## src/sv/keyframe_spline_interpolator_top_defines.svh

```systemverilog
// Assertion macros shared by the keyframe spline interpolator RTL.
`ifndef KEYFRAME_SPLINE_INTERPOLATOR_TOP_DEFINES_SVH
`define KEYFRAME_SPLINE_INTERPOLATOR_TOP_DEFINES_SVH

// Same-cycle implication, checked on i_clk, off while reset is asserted.
`define KFI_ASSERT_IMP(lbl, ante, cons, msg) \
    lbl: assert property (@(posedge i_clk) disable iff (!i_rst_n) (ante) |-> (cons)) \
        else $error(msg);

// Next-cycle implication, checked on i_clk, off while reset is asserted.
`define KFI_ASSERT_NXT(lbl, ante, cons, msg) \
    lbl: assert property (@(posedge i_clk) disable iff (!i_rst_n) (ante) |=> (cons)) \
        else $error(msg);

`endif

```

## src/sv/kfi_pkg.sv

```systemverilog
// Types, constants and helpers for the keyframe spline interpolator.
`default_nettype none
package kfi_pkg;

    typedef enum logic [1:0] {
        MODE_HOLD    = 2'd0,
        MODE_LINEAR  = 2'd1,
        MODE_HERMITE = 2'd2,
        MODE_BEZIER  = 2'd3
    } t_mode;

    localparam logic [1:0] CFG_MODE  = 2'd0;
    localparam logic [1:0] CFG_LANES = 2'd1;
    localparam logic [1:0] CFG_HFIX  = 2'd2;

    // ratio is Q0.16 held in 17 bits (0 .. 1.0)
    localparam int Q_BITS     = 16;
    localparam int R_W        = Q_BITS + 1;
    localparam logic [R_W-1:0] ONE_Q16 = R_W'(65536);

    // divider: two quotient bits per stage, plus the setup stage
    localparam int DIV_STEPS  = 2;
    localparam int DIV_STAGES = Q_BITS / DIV_STEPS;
    localparam int DIV_LAT    = DIV_STAGES + 1;

    // signed blend weight width
    localparam int W_W = 21;

    // round-to-nearest of a Q0.16 x Q0.16 product back to Q0.16
    function automatic logic [R_W-1:0] rnd16(input logic [2*R_W-1:0] x);
        logic [2*R_W-1:0] t;
        t = x + (2*R_W)'(32768);
        return t[Q_BITS +: R_W];
    endfunction

endpackage
`default_nettype wire

```

## src/sv/kfi_div.sv

```systemverilog
// Pipelined restoring divider forming the Q0.16 key ratio, saturated to 1.0 and zero for a zero interval.
`default_nettype none
module kfi_div #(
    parameter int TIME_WIDTH = 32
) (
    input  logic                      i_clk,
    input  logic [TIME_WIDTH-1:0]     i_time,
    input  logic [TIME_WIDTH-1:0]     i_interval,
    output logic [kfi_pkg::R_W-1:0]   o_ratio
);
    localparam int ST = kfi_pkg::DIV_STAGES;
    localparam int QB = kfi_pkg::Q_BITS;

    logic [TIME_WIDTH-1:0] r_rem  [ST+1];
    logic [TIME_WIDTH-1:0] r_ivl  [ST+1];
    logic [QB-1:0]         r_quo  [ST+1];
    logic                  r_sat  [ST+1];
    logic                  r_zero [ST+1];

    always_ff @(posedge i_clk) begin
        r_zero[0] <= (i_interval == '0);
        r_sat[0]  <= (i_time >= i_interval);
        r_rem[0]  <= i_time;
        r_ivl[0]  <= i_interval;
        r_quo[0]  <= '0;
    end

    // remainder stays below the interval once the saturated case is split off
    for (genvar k = 1; k <= ST; k++) begin : g_stage
        logic [TIME_WIDTH-1:0] n_rem;
        logic [QB-1:0]         n_quo;
        logic [TIME_WIDTH:0]   x;

        always_comb begin
            n_rem = r_rem[k-1];
            n_quo = r_quo[k-1];
            x     = '0;
            for (int j = 0; j < kfi_pkg::DIV_STEPS; j++) begin
                x = {n_rem, 1'b0};
                if (x >= {1'b0, r_ivl[k-1]}) begin
                    n_rem = TIME_WIDTH'(x - {1'b0, r_ivl[k-1]});
                    n_quo = {n_quo[QB-2:0], 1'b1};
                end else begin
                    n_rem = x[TIME_WIDTH-1:0];
                    n_quo = {n_quo[QB-2:0], 1'b0};
                end
            end
        end

        always_ff @(posedge i_clk) begin
            r_rem[k]  <= n_rem;
            r_quo[k]  <= n_quo;
            r_ivl[k]  <= r_ivl[k-1];
            r_sat[k]  <= r_sat[k-1];
            r_zero[k] <= r_zero[k-1];
        end
    end

    assign o_ratio = r_zero[ST] ? '0 :
                     r_sat[ST]  ? kfi_pkg::ONE_Q16 : {1'b0, r_quo[ST]};

endmodule
`default_nettype wire

```

## config.mk

```make
export PLATFORM = sky130hd
export DESIGN_NAME = kfi_div
export DESIGN_NICKNAME = d
export VERILOG_FILES = /design/src/sv/keyframe_spline_interpolator_top_defines.svh /design/src/sv/kfi_pkg.sv /design/src/sv/kfi_div.sv
export SDC_FILE = /design/constraint.sdc
export NUM_CORES = 2
export LEC_CHECK = 0
export BUFFER_PORTS_ARGS = -buffer_cell sky130_fd_sc_hd__buf_2
export CELL_PAD_IN_SITES_DETAIL_PLACEMENT = 0
export CELL_PAD_IN_SITES_GLOBAL_PLACEMENT = 1
export CORE_ASPECT_RATIO = 1.25
export CORE_MARGIN = 2
export CORE_UTILIZATION = 45
export DETAILED_ROUTE_END_ITERATION = 10
export PLACE_DENSITY = 0.82
export SYNTH_ARGS = -nofsm -noshare
export SYNTH_HDL_FRONTEND = slang
export SYNTH_SLANG_ARGS = --single-unit
```

## constraint.sdc

```tcl
create_clock -name i_clk -period 14.99 [get_ports i_clk]
set_input_delay 2.2485 -clock i_clk [delete_from_list [all_inputs] [get_ports i_clk]]
set_output_delay 2.2485 -clock i_clk [all_outputs]
set_load 0.01 [all_outputs]
```

==> metrics.md <==
| Metric | Value |
|---|---|
| Crit path time final | 7.57 ns |
| Post-DRT Antenna Nets | 0 |
| Synth top area share | 27.5% |
| CTS tree | yes |
| Avg Inst Size Synth | 8.51 um^2 |
| Final setup margin | 7.42 ns |
| Max-Cap Viols | 0 |
| Resized Gates After CTS | 0 |
| CTS buffer count | 70 |
| Hold Crit Class | reg2reg |
| Initial antenna violation count | 1 |
| Final Hold Viols | 0 |
| Setup CP Type | reg2reg |
| Crit path DAT | 8.09 ns |
| Grt peak-use layer | met2 |
| Cells taking the most area after synthesis | dfxtp_1, ha_1, mux2_2 |
| Nets | 5,833 |
| First-pass GRT wire length | 203,000 um |
| Height of the die | 353 um |
| Routed len/inst | 19.9 um |
| CP endpoint kind | register |
| Worst-margin pin slew | 1.17 ns |
| Top cell family by delay on the critical path | compound AO/OA/AOI/OAI gates |
| CP max stage delay | 0.62 ns |
| GRT overflow | 0 |
| EDFF count, synth | 0 |
| Post-synthesis register bit count | 602 |
| Synth unique cells | 91 |
| Register area share after synthesis | 27.5% |
| Vias | 37,300 |
| Pins over their slew limit | 0 |
| Overall Global Routing Usage | 25.6% |
| Crit path buffers/inverters | 4 |
| Routed vias/inst | 5.68 |
| Vias in the first global route | 38,900 |
| # DRC | 0 |
| Root Buffer | clkbuf_16 |
| TNS Setup | 0 ns |
| Drt first pass iters | 7 |
| IO Count | 82 |
| Clock Latency Late Sink | 0.67 ns |
| Die area | 0.0999 mm^2 |
| Warnings, synthesis | 0 |
| Worst Path Required | 15.51 ns |
| Fill cells | 9,515 |
| RSZ-0062 raised after global routing | no |
| Layout cell share with drive strength beyond 1 | 9.00% |
| Grt met2 use | 51.6% |
| CP max stage cell | o41ai_1 |
| Crit share post-route | 50.5% |
| Met3 GRT Util | 2.68% |
| Hold buffer count at cts | 0 |
| Setup Buffers After CTS | 0 |
| Area leader, netlist | dfxtp_1 |
| Cell area after synthesis | 0.0438 mm^2 |
| Largest net degree at the start of global routing | 52 |
| Worst-path cell chain | inv_1, ha_1, nor2b_1, o31a_1, o31a_1, or3_1, and4_4, o21a_1, o21ai_4, buf_4, inv_2, nand2_1, nand2_1, ha_1, o21ai_1, a21oi_1, o41ai_1, nand3_1, a311o_1, o311a_1, inv_1, nand3_4, mux2_1 |
| Syn Inst Count | 5,147 |
| Row cnt | 128 |
| H-tree depth | 3 |
| Worst slew margin | 21.1% |
| ANT cells | 0 |
| CP startpoint kind | register |
| WL final | 131,000 um |
| Synth async-reset ratio | 0% |
| Synth top cells by count | dfxtp_1, ha_1, a21oi_1, inv_1, nor2_1 |
| Maximum clock path buffer count | 3 |
| Fmax | 132 MHz |
| Setup Skew | 0.0517 ns |
| GRT met1 Usage | 22.6% |
| Syn-to-layout area delta | 9.69% |
| Post-synth top flop | dfxtp_1 |
| Sum of net half-perimeters after detailed placement | 109,000 um |
| Number of DRC markers in iteration 0 | 1,384 |
| Die width | 283 um |
| Net count after synthesis | 5,756 |
| Pre-CTS worst setup slack | 7.49 ns |
| Initial Util | 45.2% |
| Status | finished clean |
| PortBufs | 81 |
| CP Max Fanout | 34 |
| Reg clk slew, reported paths | 0.06 ns |
| Core footprint | 0.0971 mm^2 |
| Clock sink total | 602 |
| RD Place Congestion | 0.953 |
| Most numerous cell in the Yosys netlist | dfxtp_1 |
| Count of final setup violators | 0 |
-- registers in the layout, indices dropped and copies added, names as in the netlist --
name / cells
r_quo: 72
r_sat: 9
r_rem: 256
r_zero: 9
r_ivl: 256
-- per-stage QoR --
step / hold slack, ns / cells / instance area [um^2] / util [%]
2_1_floorplan: 0.310 / 5147 / 43800 / -
3_3_place_gp: 0.310 / 6452 / 45600 / 47.0
3_5_place_dp: 0.312 / 6452 / 45600 / 47.0
4_1_cts: 0.322 / 6577 / 48100 / 49.5
5_1_grt: 0.330 / 6577 / 48100 / 49.5
6_report: 0.323 / 6577 / 48100 / 49.5
-- final timing paths --
check	slack, ns	to	from	depth (start not counted)
worst max-delay path	7.42	r_rem[0][228]	r_ivl[0][193]	23
worst min-delay path	0.32	r_quo[7][10]	r_quo[6][8]	0
worst max register to register	7.42	r_rem[0][228]	r_ivl[0][193]	23
worst min register to register	0.32	r_quo[7][10]	r_quo[6][8]	0
-- logic make-up after synthesis --
family	after synthesis	share of synthesized area, %
compound gates	1545	22.7
simple gates	1226	13.6
flops	602	27.5
fa+ha+maj	544	15.7
buf+inv	527	4.73
xor+xnor	382	7.63
mux	321	8.20
-- worst reg2reg max path, delay by kind of cell, from the launching register on --
kind / cells / cell delay (ns)
flip-flops: 1 / 0.45
adder cells (fa/ha/maj): 2 / 0.77
AND/OR/NAND/NOR: 7 / 1.94
AO/OA/AOI/OAI: 9 / 2.77
buffers and inverters: 4 / 1.01
multiplexers: 1 / 0.50
-- layout by cell type (no fill, tap or decap), types with 14 or more instances in the layout --
master,synthesis,layout
dfxtp_1,602,602
ha_1,536,536
a21oi_1,478,477
inv_1,428,428
nor2_1,348,347
nand2_1,306,306
o21ai_0,276,276
xnor2_1,243,243
a21o_1,221,221
mux2_2,213,213
xor2_1,139,139
nand3_1,95,95
mux2_1,83,83
nand4_1,81,81
buf_2,28,81
o21a_1,77,77
nor3_1,76,76
o21bai_1,75,75
clkbuf_16,0,70
a211oi_1,69,69
nand2b_1,57,57
nor2b_1,55,55
and2_1,48,48
and3_1,47,47
a31oi_1,47,47
o211ai_1,45,45
o31ai_1,37,37
nor4_1,29,29
mux2i_1,23,23
o31a_1,21,21
buf_4,0,20
and4_1,18,18
a211o_1,18,18
a21boi_0,17,17
or2_2,16,16
clkbuf_1,54,14
-- routing by layer --
metal	vias up	part of all wire, %	routed length (um)
met4	0	8.7	11400
met2	845	54	71100
met5	-	0	0
li1	18800	-	-
met3	453	2.7	3490
met1	17300	34	44700
-- final cells by class --
class                   instances  area, um^2  area share (%)
flip-flops and latches        602       12100            25.1
well taps                    1300        1630            3.38
clock inverters                34         592            1.23
inverters                     431        1620            3.37
multi-input cells            4018       29700            61.8
clock buffers                  91        1900            3.95
repair buffers                101         556            1.16
Power is not shown: default switching activity piles up to over one toggle a cycle in this logic, so the estimate is an artifact.
